<file path="src/rtl/ofcs_pkg.sv">
package ofcs_pkg;

  localparam int TABLE_DEPTH_DEF = 16;

  localparam int FREQ_W = 16;
  localparam int CODE_W = 16;
  localparam int CMD_W  = 10;
  localparam int CNT_W  = 5;
  localparam int IDX_W  = 4;
  localparam int GAIN_W = 8;

  localparam int APB_AW = 5;
  localparam int APB_DW = 32;

  localparam logic [CMD_W-1:0]  CODE_MAX    = 10'd998;
  localparam logic [FREQ_W-1:0] LARGE_ERROR = 16'd500;
  localparam logic [GAIN_W-1:0] GAIN_VALUE  = 8'd220;

  localparam logic [2:0] REG_TARGET   = 3'd0;
  localparam logic [2:0] REG_HB_MIN   = 3'd1;
  localparam logic [2:0] REG_LOW_CNT  = 3'd2;
  localparam logic [2:0] REG_HIGH_CNT = 3'd3;
  localparam logic [2:0] REG_SINE     = 3'd4;

  typedef struct packed {
    logic              mode;
    logic [FREQ_W-1:0] measured_freq;
    logic              table_band;
    logic [IDX_W-1:0]  table_index;
    logic [FREQ_W-1:0] point_freq;
    logic [CODE_W-1:0] point_code;
  } in_word_t;

  typedef struct packed {
    logic [CMD_W-1:0]  freq_code;
    logic              cap_high;
    logic              cap_write;
    logic              gain_write;
    logic [GAIN_W-1:0] gain_code;
  } out_word_t;

  typedef struct packed {
    logic [FREQ_W-1:0] target_freq;
    logic [FREQ_W-1:0] high_band_min_freq;
    logic [CNT_W-1:0]  low_table_count;
    logic [CNT_W-1:0]  high_table_count;
    logic              sine_output;
  } cfg_t;

  typedef struct packed {
    logic load_wr;
    logic tick_start;
    logic rd;
    logic shift;
    logic take_code;
    logic mul;
    logic div_init;
    logic div_step;
    logic sum;
    logic step;
    logic out_load;
  } ctrl_cmd_t;

  typedef struct packed {
    logic is_load;
    logic need_interp;
    logic first;
    logic last;
    logic hit;
    logic div_done;
  } dp_stat_t;

endpackage

</file>
<file path="src/rtl/oscillator_freq_control_step_top.sv">
// Channel   Signals                          Word
// input     in_valid, in_stall, in_word      load point or control tick
// result    out_valid, out_stall, out_word   command, band, gain write (ticks only)
// config    psel/penable/pwrite/paddr/...    5 registers at 4*i
//
// Load word: written to the point table from idle. Tick with small error: step state,
// then the result register. Tick needing interpolation: the table walk (read + compare
// per point) until a segment is hit, then the multiply and the 32-step serial divider;
// the last point's code is taken when the walk ends with no segment hit.
// rst_n (sync, low) clears sequencer, command, band and config; tables have no reset.
// in_stall is high while a tick is in work; out_stall holds the result register
// and parks the sequencer before it loads the next result.
module oscillator_freq_control_step_top #(
  parameter int TABLE_DEPTH = ofcs_pkg::TABLE_DEPTH_DEF
) (
  input  logic                              clk,
  input  logic                              rst_n,
  input  logic                              in_valid,
  output logic                              in_stall,
  input  ofcs_pkg::in_word_t                in_word,
  output logic                              out_valid,
  input  logic                              out_stall,
  output ofcs_pkg::out_word_t               out_word,
  input  logic                              psel,
  input  logic                              penable,
  input  logic                              pwrite,
  input  logic [ofcs_pkg::APB_AW-1:0]       paddr,
  input  logic [ofcs_pkg::APB_DW-1:0]       pwdata,
  output logic [ofcs_pkg::APB_DW-1:0]       prdata,
  output logic                              pready
);

  ofcs_pkg::cfg_t      cfg_r;
  ofcs_pkg::ctrl_cmd_t cmd;
  ofcs_pkg::dp_stat_t  stat;
  ofcs_pkg::out_word_t result;
  ofcs_pkg::out_word_t out_word_r;
  logic                out_valid_r;
  logic                busy, out_free;
  logic [2:0]          reg_idx;

  assign pready  = 1'b1;
  assign reg_idx = paddr[4:2];

  always_ff @(posedge clk) begin
    if (!rst_n) begin
      cfg_r.target_freq        <= '0;
      cfg_r.high_band_min_freq <= '0;
      cfg_r.low_table_count    <= 5'd1;
      cfg_r.high_table_count   <= 5'd1;
      cfg_r.sine_output        <= 1'b0;
    end else if (psel && penable && pwrite && pready) begin
      case (reg_idx)
        ofcs_pkg::REG_TARGET:   cfg_r.target_freq        <= pwdata[15:0];
        ofcs_pkg::REG_HB_MIN:   cfg_r.high_band_min_freq <= pwdata[15:0];
        ofcs_pkg::REG_LOW_CNT:  cfg_r.low_table_count    <= pwdata[4:0];
        ofcs_pkg::REG_HIGH_CNT: cfg_r.high_table_count   <= pwdata[4:0];
        ofcs_pkg::REG_SINE:     cfg_r.sine_output        <= pwdata[0];
        default: ;
      endcase
    end
  end

  always_comb begin
    case (reg_idx)
      ofcs_pkg::REG_TARGET:   prdata = 32'(cfg_r.target_freq);
      ofcs_pkg::REG_HB_MIN:   prdata = 32'(cfg_r.high_band_min_freq);
      ofcs_pkg::REG_LOW_CNT:  prdata = 32'(cfg_r.low_table_count);
      ofcs_pkg::REG_HIGH_CNT: prdata = 32'(cfg_r.high_table_count);
      ofcs_pkg::REG_SINE:     prdata = 32'(cfg_r.sine_output);
      default:                prdata = '0;
    endcase
  end

  assign out_free = !out_valid_r || !out_stall;

  ofcs_ctrl u_ctrl (
    .clk      (clk),
    .rst_n    (rst_n),
    .in_valid (in_valid),
    .out_free (out_free),
    .stat     (stat),
    .cmd      (cmd),
    .busy     (busy)
  );

  ofcs_dp #(
    .TABLE_DEPTH (TABLE_DEPTH)
  ) u_dp (
    .clk     (clk),
    .rst_n   (rst_n),
    .cfg     (cfg_r),
    .in_word (in_word),
    .cmd     (cmd),
    .stat    (stat),
    .result  (result)
  );

  always_ff @(posedge clk) begin
    if (!rst_n) begin
      out_valid_r <= 1'b0;
    end else if (cmd.out_load) begin
      out_valid_r <= 1'b1;
    end else if (!out_stall) begin
      out_valid_r <= 1'b0;
    end
  end

  always_ff @(posedge clk) begin
    if (cmd.out_load) begin
      out_word_r <= result;
    end
  end

  assign in_stall  = busy;
  assign out_valid = out_valid_r;
  assign out_word  = out_word_r;

endmodule

</file>
<file path="src/rtl/ofcs_ctrl.sv">
module ofcs_ctrl (
  input  logic                 clk,
  input  logic                 rst_n,
  input  logic                 in_valid,
  input  logic                 out_free,
  input  ofcs_pkg::dp_stat_t   stat,
  output ofcs_pkg::ctrl_cmd_t  cmd,
  output logic                 busy
);

  localparam logic [2:0] S_IDLE  = 3'd0;
  localparam logic [2:0] S_STEP  = 3'd1;
  localparam logic [2:0] S_RD    = 3'd2;
  localparam logic [2:0] S_CHK   = 3'd3;
  localparam logic [2:0] S_DINIT = 3'd4;
  localparam logic [2:0] S_DIV   = 3'd5;
  localparam logic [2:0] S_SUM   = 3'd6;
  localparam logic [2:0] S_OUT   = 3'd7;

  logic [2:0] state_r, state_nxt;

  always_ff @(posedge clk) begin
    if (!rst_n) begin
      state_r <= S_IDLE;
    end else begin
      state_r <= state_nxt;
    end
  end

  always_comb begin
    state_nxt = state_r;
    cmd       = '0;
    case (state_r)
      S_IDLE: begin
        if (in_valid) begin
          if (stat.is_load) begin
            cmd.load_wr = 1'b1;
          end else begin
            cmd.tick_start = 1'b1;
            state_nxt      = stat.need_interp ? S_RD : S_STEP;
          end
        end
      end
      S_STEP: begin
        cmd.step  = 1'b1;
        state_nxt = S_OUT;
      end
      S_RD: begin
        cmd.rd    = 1'b1;
        state_nxt = S_CHK;
      end
      S_CHK: begin
        if (!stat.first && stat.hit) begin
          cmd.mul   = 1'b1;
          state_nxt = S_DINIT;
        end else if (stat.last) begin
          cmd.take_code = 1'b1;
          state_nxt     = S_OUT;
        end else begin
          cmd.shift = 1'b1;
          state_nxt = S_RD;
        end
      end
      S_DINIT: begin
        cmd.div_init = 1'b1;
        state_nxt    = S_DIV;
      end
      S_DIV: begin
        cmd.div_step = 1'b1;
        if (stat.div_done) begin
          state_nxt = S_SUM;
        end
      end
      S_SUM: begin
        cmd.sum   = 1'b1;
        state_nxt = S_OUT;
      end
      S_OUT: begin
        if (out_free) begin
          cmd.out_load = 1'b1;
          state_nxt    = S_IDLE;
        end
      end
      default: begin
        state_nxt = S_IDLE;
      end
    endcase
  end

  assign busy = (state_r != S_IDLE);

endmodule

</file>
<file path="src/rtl/ofcs_dp.sv">
module ofcs_dp #(
  parameter int TABLE_DEPTH = ofcs_pkg::TABLE_DEPTH_DEF
) (
  input  logic                 clk,
  input  logic                 rst_n,
  input  ofcs_pkg::cfg_t       cfg,
  input  ofcs_pkg::in_word_t   in_word,
  input  ofcs_pkg::ctrl_cmd_t  cmd,
  output ofcs_pkg::dp_stat_t   stat,
  output ofcs_pkg::out_word_t  result
);

  localparam int MEM_DEPTH = 2 * TABLE_DEPTH;
  localparam int AW        = $clog2(MEM_DEPTH);
  localparam int KW        = $clog2(TABLE_DEPTH);
  localparam int FW        = ofcs_pkg::FREQ_W;
  localparam int CW        = ofcs_pkg::CODE_W;
  localparam int MW        = ofcs_pkg::CMD_W;

  // point tables, low band then high band
  logic [FW-1:0] freq_mem [MEM_DEPTH];
  logic [CW-1:0] code_mem [MEM_DEPTH];

  logic [FW-1:0] rd_freq_r, f0_r, meas_r;
  logic [CW-1:0] rd_code_r, c0_r;
  logic [KW-1:0] k_r, nlast;
  logic [MW-1:0] cmd_code_r;
  logic          band_r, cap_wr_r, gain_wr_r;

  logic signed [33:0] prod_r;
  logic signed [16:0] df_r;
  logic [31:0]        quo_r;
  logic [15:0]        den_r, rem_r;
  logic [4:0]         div_cnt_r;
  logic               q_neg_r, df_zero_r;

  logic [AW-1:0]      wa, ra;
  logic               wr_ok;
  logic [ofcs_pkg::CNT_W-1:0] cnt;
  logic               new_band;
  logic [FW-1:0]      err_in, err_st;
  logic [14:0]        half;
  logic [15:0]        up_sum;
  logic [MW-1:0]      step_code, rd_code_sat, sum_code;
  logic signed [16:0] d_t, d_c;
  logic [33:0]        prod_neg;
  logic [16:0]        df_neg;
  logic [16:0]        rem_sh;
  logic               ge;
  logic signed [33:0] q34, s34;

  // table write / read
  assign wr_ok = int'(in_word.table_index) < TABLE_DEPTH;
  assign wa = in_word.table_band ? AW'(TABLE_DEPTH) + AW'(in_word.table_index)
                                 : AW'(in_word.table_index);
  assign ra = band_r ? AW'(TABLE_DEPTH) + AW'(k_r) : AW'(k_r);

  always_ff @(posedge clk) begin
    if (cmd.load_wr && wr_ok) begin
      freq_mem[wa] <= in_word.point_freq;
      code_mem[wa] <= in_word.point_code;
    end
    if (cmd.rd) begin
      rd_freq_r <= freq_mem[ra];
      rd_code_r <= code_mem[ra];
    end
  end

  // tick decision
  assign new_band = cfg.target_freq >= cfg.high_band_min_freq;
  assign err_in = (in_word.measured_freq >= cfg.target_freq)
                ? in_word.measured_freq - cfg.target_freq
                : cfg.target_freq - in_word.measured_freq;

  // point count clamp
  assign cnt = band_r ? cfg.high_table_count : cfg.low_table_count;
  always_comb begin
    if (cnt == '0) begin
      nlast = '0;
    end else if (int'(cnt) > TABLE_DEPTH) begin
      nlast = KW'(TABLE_DEPTH - 1);
    end else begin
      nlast = KW'(cnt - 5'd1);
    end
  end

  // small-error step
  assign err_st = (meas_r >= cfg.target_freq) ? meas_r - cfg.target_freq
                                              : cfg.target_freq - meas_r;
  assign half   = err_st[15:1];
  assign up_sum = 16'(cmd_code_r) + 16'(half);
  always_comb begin
    if (meas_r < cfg.target_freq) begin
      step_code = (up_sum > 16'(ofcs_pkg::CODE_MAX)) ? ofcs_pkg::CODE_MAX : up_sum[MW-1:0];
    end else if (16'(half) > 16'(cmd_code_r)) begin
      step_code = '0;
    end else begin
      step_code = cmd_code_r - MW'(half);
    end
  end

  assign rd_code_sat = (rd_code_r > 16'(ofcs_pkg::CODE_MAX)) ? ofcs_pkg::CODE_MAX
                                                            : rd_code_r[MW-1:0];

  // segment terms
  assign d_t      = $signed({1'b0, cfg.target_freq}) - $signed({1'b0, f0_r});
  assign d_c      = $signed({1'b0, rd_code_r}) - $signed({1'b0, c0_r});
  assign prod_neg = -prod_r;
  assign df_neg   = -df_r;

  // radix-2 restoring divider
  assign rem_sh = {rem_r, quo_r[31]};
  assign ge     = rem_sh >= {1'b0, den_r};

  assign q34 = df_zero_r ? '0 : (q_neg_r ? -$signed({2'b00, quo_r}) : $signed({2'b00, quo_r}));
  assign s34 = $signed({18'd0, c0_r}) + q34;
  always_comb begin
    if (s34[33]) begin
      sum_code = '0;
    end else if (s34 > $signed(34'(ofcs_pkg::CODE_MAX))) begin
      sum_code = ofcs_pkg::CODE_MAX;
    end else begin
      sum_code = s34[MW-1:0];
    end
  end

  always_ff @(posedge clk) begin
    if (!rst_n) begin
      cmd_code_r <= '0;
      band_r     <= 1'b0;
      cap_wr_r   <= 1'b0;
      gain_wr_r  <= 1'b0;
    end else begin
      if (cmd.tick_start) begin
        band_r    <= new_band;
        cap_wr_r  <= new_band != band_r;
        gain_wr_r <= 1'b0;
      end
      if (cmd.step) begin
        cmd_code_r <= step_code;
        gain_wr_r  <= cfg.sine_output;
      end
      if (cmd.take_code) begin
        cmd_code_r <= rd_code_sat;
      end
      if (cmd.sum) begin
        cmd_code_r <= sum_code;
      end
    end
  end

  always_ff @(posedge clk) begin
    if (cmd.tick_start) begin
      meas_r <= in_word.measured_freq;
      k_r    <= '0;
    end
    if (cmd.shift) begin
      f0_r <= rd_freq_r;
      c0_r <= rd_code_r;
      k_r  <= k_r + KW'(1);
    end
    if (cmd.mul) begin
      prod_r <= d_t * d_c;
      df_r   <= $signed({1'b0, rd_freq_r}) - $signed({1'b0, f0_r});
    end
    if (cmd.div_init) begin
      quo_r     <= prod_r[33] ? prod_neg[31:0] : prod_r[31:0];
      den_r     <= df_r[16] ? df_neg[15:0] : df_r[15:0];
      q_neg_r   <= prod_r[33] ^ df_r[16];
      df_zero_r <= (df_r == '0);
      rem_r     <= '0;
      div_cnt_r <= 5'd31;
    end
    if (cmd.div_step) begin
      rem_r     <= ge ? 16'(rem_sh - {1'b0, den_r}) : rem_sh[15:0];
      quo_r     <= {quo_r[30:0], ge};
      div_cnt_r <= div_cnt_r - 5'd1;
    end
  end

  assign stat.is_load     = in_word.mode;
  assign stat.need_interp = (new_band != band_r) || (err_in > ofcs_pkg::LARGE_ERROR);
  assign stat.first       = (k_r == '0);
  assign stat.last        = (k_r == nlast);
  assign stat.hit         = cfg.target_freq <= rd_freq_r;
  assign stat.div_done    = (div_cnt_r == '0);

  assign result.freq_code  = cmd_code_r;
  assign result.cap_high   = band_r;
  assign result.cap_write  = cap_wr_r;
  assign result.gain_write = gain_wr_r;
  assign result.gain_code  = gain_wr_r ? ofcs_pkg::GAIN_VALUE : '0;

endmodule

</file>
<file path="config.mk">
export PLATFORM = sky130hd
export DESIGN_NAME = oscillator_freq_control_step_top
export DESIGN_NICKNAME = d
export VERILOG_FILES = /design/src/rtl/ofcs_pkg.sv /design/src/rtl/oscillator_freq_control_step_top.sv /design/src/rtl/ofcs_ctrl.sv /design/src/rtl/ofcs_dp.sv
export SDC_FILE = /design/constraint.sdc
export NUM_CORES = 2
export LEC_CHECK = 0
export BUFFER_PORTS_ARGS = -buffer_cell sky130_fd_sc_hd__buf_2
export CORE_UTILIZATION = 51
export CTS_CLUSTER_DIAMETER = 80
export DETAILED_ROUTE_END_ITERATION = 6
export PLACE_DENSITY = 0.75
export SLEW_MARGIN = 30
export SYNTH_ARGS = -nofsm -noshare
export SYNTH_HDL_FRONTEND = slang
export SYNTH_SLANG_ARGS = --single-unit
export TNS_END_PERCENT = 50
</file>
<file path="constraint.sdc">
create_clock -name clk -period 21.3 [get_ports clk]
set_clock_uncertainty 0.15 [all_clocks]
set_input_delay 0 -clock clk [delete_from_list [all_inputs] [get_ports clk]]
set_output_delay 0 -clock clk [all_outputs]
set_load 0.005 [all_outputs]
</file>
# [After elaboration in Yosys (flattened, before gate mapping)]
# Memory sizes are Yosys's and may differ from the RTL's. A register that Yosys moved wholly into a read port is not among the register bits.
# Cells that the tools add are included.
[word_totals] register_bits=255 ram_bits=1024 output_inout_bits=56 memories=2
[mem_list] name="u_dp.code_mem" words=32 width=16 read_ports=1 rd_ports_with_merged_regs=1 write_ports=1 line="ofcs_dp.sv:22" text="logic [CW-1:0] code_mem [MEM_DEPTH];"
[mem_list] name="u_dp.freq_mem" words=32 width=16 read_ports=1 rd_ports_with_merged_regs=1 write_ports=1 line="ofcs_dp.sv:21" text="logic [FW-1:0] freq_mem [MEM_DEPTH];"
[classes] add_sub_neg=19 multipliers=1 order_cmp=12 eq_ne=18 muxes=61 bitwise_logic=1 n_reduce_logical=26
[op_table] cell="$mux 16" n=6
[op_table] cell="$mux 32" n=3
[op_table] cell="$mux 10" n=9
[op_table] cell="$pmux 16 s5" n=1
[op_table] cell="$sub 16x16->16" n=5
[op_table] cell="$mux 34" n=2
[op_table] cell="$sub 16x16->17" n=3
[op_table] cell="$ge 16x16->1" n=3
[op_table] cell="$add 17x34->34" n=1
[op_table] cell="$gt 34x11->1 const B" n=1
[op_table] cell="$mul 17x17->34" n=1
[op_table] cell="$neg 32->34" n=1
[op_table] cell="$gt 16x10->1 const B" n=2
[op_table] cell="$neg 32->32" n=1
[op_table] cell="$mux 5" n=5
[op_table] cell="$mux 3" n=7
[op_table] cell="$pmux 3 s7" n=1
[op_table] cell="$mux 1" n=18
[op_table] cell="$ge 17x16->1" n=1
[op_table] cell="$logic_not 17->1" n=1
[op_table] cell="$add 10x15->16" n=1
[op_table] cell="$gt 16x9->1 const B" n=1
[op_table] cell="$le 16x16->1" n=1
[op_table] cell="$lt 16x16->1" n=1
[op_table] cell="30 further kinds" n=62

# [Depth between registers and ports, before layout]
[logic_depth] ltp_word=10 depth_mapped=36 depth_no_buf=36

# [Cells and area by module]
# From an unflattened synthesis, not the netlist that was laid out.
[unflattened] cells_unflattened=5097 hier_area_um2=71711.3
[modules_own_cells] mod="ofcs_dp" instances=1 cells_each=4812 area_per_inst_um2=68600.8 seq_area_each_um2=37165.6
[modules_own_cells] mod="oscillator_freq_control_step_top" instances=1 cells_each=251 area_per_inst_um2=2842.7 seq_area_each_um2=1511.4
[modules_own_cells] mod="ofcs_ctrl" instances=1 cells_each=34 area_per_inst_um2=267.8 seq_area_each_um2=60.1

# [Worst setup path before layout]
# Ideal clock, no wire load.
[synth_timing] path_kind="reg-to-reg" startpoint="register cfg_r[27] (netlist name)" endpoint="register u_dp.prod_r[30], data pin" setup_ns=0.258 t_arrival_ns=8.345 slack_ns=12.547 stages_incl_launch_ff=34 n_path_buf=1 path_cell_list="dfxtp_1 -> inv_1 -> ha_1 -> inv_1 -> fa_1 -> a21o_1 -> a21oi_1 -> o21bai_1 -> a21oi_1 -> o21bai_1 -> nand4_1 -> a31o_2 -> nor2_1 -> a211oi_1 -> o21a_1 -> clkbuf_1 -> nand2_1 -> fa_1 -> inv_1 -> fa_1 -> fa_1 -> fa_1 -> fa_1 -> inv_1 -> fa_1 -> inv_1 -> ha_1 -> or3_1 -> o221ai_1 -> a21oi_1 -> o21a_1 -> o21a_1 -> o41a_1 -> xor2_1"
[synth_between] elab_chain_cells=2
[synth_lines] item="from (decl)" line="oscillator_freq_control_step_top.sv:33" text="ofcs_pkg::cfg_t cfg_r;"
[synth_lines] item="$sub 16x16->17" line="ofcs_dp.sv:106" text="assign d_t = $signed({1'b0, cfg.target_freq}) - $signed({1'b0, f0_r});"
[synth_lines] item="$mul 17x17->34" line="ofcs_dp.sv:163" text="prod_r <= d_t * d_c;"
[synth_lines] item="to (signal assigned)" line="ofcs_dp.sv:163"
[synth_lines] item="to (decl)" line="ofcs_dp.sv:30" text="logic signed [33:0] prod_r;"
# No other way between the ends.
# A chain may end at the register's enable or synchronous reset.

# [Worst setup path after layout]
[layout_timing] startpoint="register cfg_r[27] (netlist name)" endpoint="register u_dp.prod_r[33], data pin"
# The elaborated chain is that of the path after synthesis.

==> results.yml <==
setup_path:
  critPathKind: "register to register"
  crit_top_cell: "fa_1"
  required_ns: 21.68
  worstPathArrival_ns: 10.76
  cp-start-kind: "register"
  crit_path_max_incr_delay_ns: 0.93
  worst_path_max_delay_cell: "fa_1"
  path_max_fanout: 14
  cp-end-kind: "register"
detailed_routing:
  drtIter0Drc: 4766
  routed_via_density: 6.07
  drc: 4
  dr.pass1.iters: 7
  ant_nets: 0
  drt-total-wl_um: 192000
  routedWlPerCell_um: 25.8
  vias: 45227
logic_synthesis:
  syn_area_sq_um: 71600
  synth_edf_count: 1242
  avgSynthCellArea_sq_um: 13.8
  ys_warn_count: 0
  synthMuxAreaShare: 0.115
  synth-seq-area-share: 0.538
  synth_adder_area_share: 0.138
  synth_compound_area_frac: 0.0640
  syn_inst: 5187
  yosys.area_share.xor_xnor: 0.0268
  yosys_register_bits: 1302
  synth_cell_types: 94
  yosys.area_share.simple: 0.0753
  async_flop_share: 0
  synth_ff_type: "edfxtp_1"
  synth_top_family_by_area: "adder cells"
timing:
  maxSlewHeadroom: 0.288
  fmax_ghz: 0.0963
  setup_viol: 0
  worst_pin_slew_ns: 1.06
  fin_crit_sh: 0.488
  hold_viol: 0
  rsz0062_at_grt: "no"
  post-route-min-period_ns: 10.39
  finalMaxSlewViolations: 0
  fin_tns_setup_ns: 0
flow_run:
  drv_cap: 0
cts:
  h-tree-depth: 4
  numCtsBuffers: 133
  cts_tree: "yes"
  cts_resized: 0
  clock_tree.buffer_depth: 3
  insertion_delay_ns: 0.80
  path_clk_slew_ns: 0.06
  clock-sinks: 1302
  root_buffer: "clkbuf_16"
floorplan:
  core_area_sq_um: 139000
  fp.dieH_um: 377
  fp.dieArea_sq_um: 142000
  start_util: 0.513
  ios: 154
  dieWidth_um: 377
  rows: 137
status:
  violations: "design-rule violations"
  status: "finished, violations left"
cells_and_area:
  final_core_util: 0.578
  final_common_cell: "edfxtp_1"
  drive_gt1_frac: 0.152
  nNetsFinal: 6180
  layout_common_cells: "1242 x edfxtp_1, 572 x inv_1, 389 x nand2_1, 335 x nor2_1, 324 x mux4_2"
  synthToLayoutAreaGrowth_pct: 12.6
global_routing:
  grt_usage: 0.273
  grt_pass1_wl_um: 286000
  grt_pass1_vias: 45978
  grt_max_degree: 131
  antenna_found_initial: 10
  overflow: 0
place:
  port_buffers: 115
  hpwl_um: 124000
  gp_congestion: 0.960
hold_path:
  hold_class: "input pin to register"
## cell usage after synthesis (all sizes together) (11+ instances only)
library cell,number,area share
and2,30,0.0026
o21ai,156,0.011
dfxtp,60,0.017
nand2b,37,0.0032
o21a,20,0.0021
a211oi,30,0.0032
o41ai,19,0.0023
xor2,94,0.012
a31oi,31,0.0029
nand4,31,0.0027
nor4,23,0.0025
o211ai,25,0.0026
or3,25,0.0022
nand2,389,0.020
fa,307,0.086
and3,23,0.0020
mux2,40,0.0063
a21o,42,0.0044
ha,297,0.052
or4,19,0.0022
o31ai,29,0.0030
o22ai,11,0.00096
clkbuf,152,0.0080
nor2,368,0.019
mux4,324,0.10
o21bai,30,0.0031
nand3,59,0.0043
a21boi,16,0.0017
xnor2,125,0.015
a21oi,177,0.012
mux2i,50,0.0070
inv,572,0.030
nor2b,43,0.0038
nor3,57,0.0041
or2,21,0.0018
edfxtp,1242,0.52
buf,63,0.0046
## worst paths after layout
check	from	end	slack, ns	cells after the start
max	cfg_r[27]	u_dp.prod_r[33]	10.91	32
min	pwrite	cfg_r[8]	0.11	6
max reg2reg	cfg_r[27]	u_dp.prod_r[33]	10.91	32
min reg2reg	u_dp.cap_wr_r	out_word[9]	0.28	0
## worst max-delay path: cells and delay by family, from the launching register on
| kind | cells | cell delay (ns) |
|---|---|---|
| XOR/XNOR | 1 | 0.11 |
| AND/OR/NAND/NOR | 5 | 0.64 |
| adder cells (fa/ha/maj) | 9 | 4.59 |
| AO/OA/AOI/OAI | 12 | 3.63 |
| flip-flops | 1 | 0.38 |
| buffers and inverters | 5 | 0.69 |
## kinds of logic (layout without fill, tap and decap cells)
| logic type | after synthesis | after routing |
|---|---|---|
| buffers and inverters | 788 | 1163 |
| muxes | 414 | 414 |
| adders and majority gates | 604 | 604 |
| other | 2 | 21 |
| DFF | 1302 | 1302 |
| AOI/OAI and AO/OA | 698 | 698 |
| and+or+nand+nor | 1160 | 1160 |
| xor gates and xnor gates | 219 | 219 |
## timing repair
action | in CTS | in global routing
hold buffers | 141 | 0
hold endpoints to repair | 1361 | 0
endpoints found under the setup margin | 0 | 0
buffers inserted | 0 | 0
## final cells by class
cell class,count,area [sq um]
timing repair buffer,353,2760
antenna,1,2.50
fill,10510,58800
tap,1876,2350
multi-input combinational,3115,30400
sequential,1302,38500
clock buffer,166,3510
clock inverter,71,892
inverter,573,2150
## per-stage QoR
step | instances | cell area [sq um] | hold WS [ns] | setup slack [ns]
floorplan | 5205 | 71600 | -0.0511 | 12.55
global placement | 7077 | 74700 | 0.0676 | 11.30
detailed placement | 7077 | 74700 | 0.0736 | 11.12
CTS | 7455 | 80500 | 0.0554 | 11.09
global route | 7456 | 80600 | 0.115 | 10.39
finish | 7457 | 80600 | 0.109 | 10.91
## layer usage
metal  share of wire  up-vias  wire length [um]  track usage
met5         0.00011        -                22            0
met1            0.38    22950             72500        0.345
met3           0.081      442             15500       0.0458
met4           0.044        4              8370        0.114
met2            0.50     2283             95700        0.468
li1                -    19548                 -            -
## registers in the layout (all words and copies together) (netlist names), 17 cells and up
name,cells
u_dp.code_mem,512
u_dp.df_r,17
u_dp.quo_r,32
u_dp.freq_mem,512
u_dp.prod_r,33
cfg_r,43
Power is not shown: default switching activity piles up to over one toggle a cycle in this logic, so the estimate is an artifact.
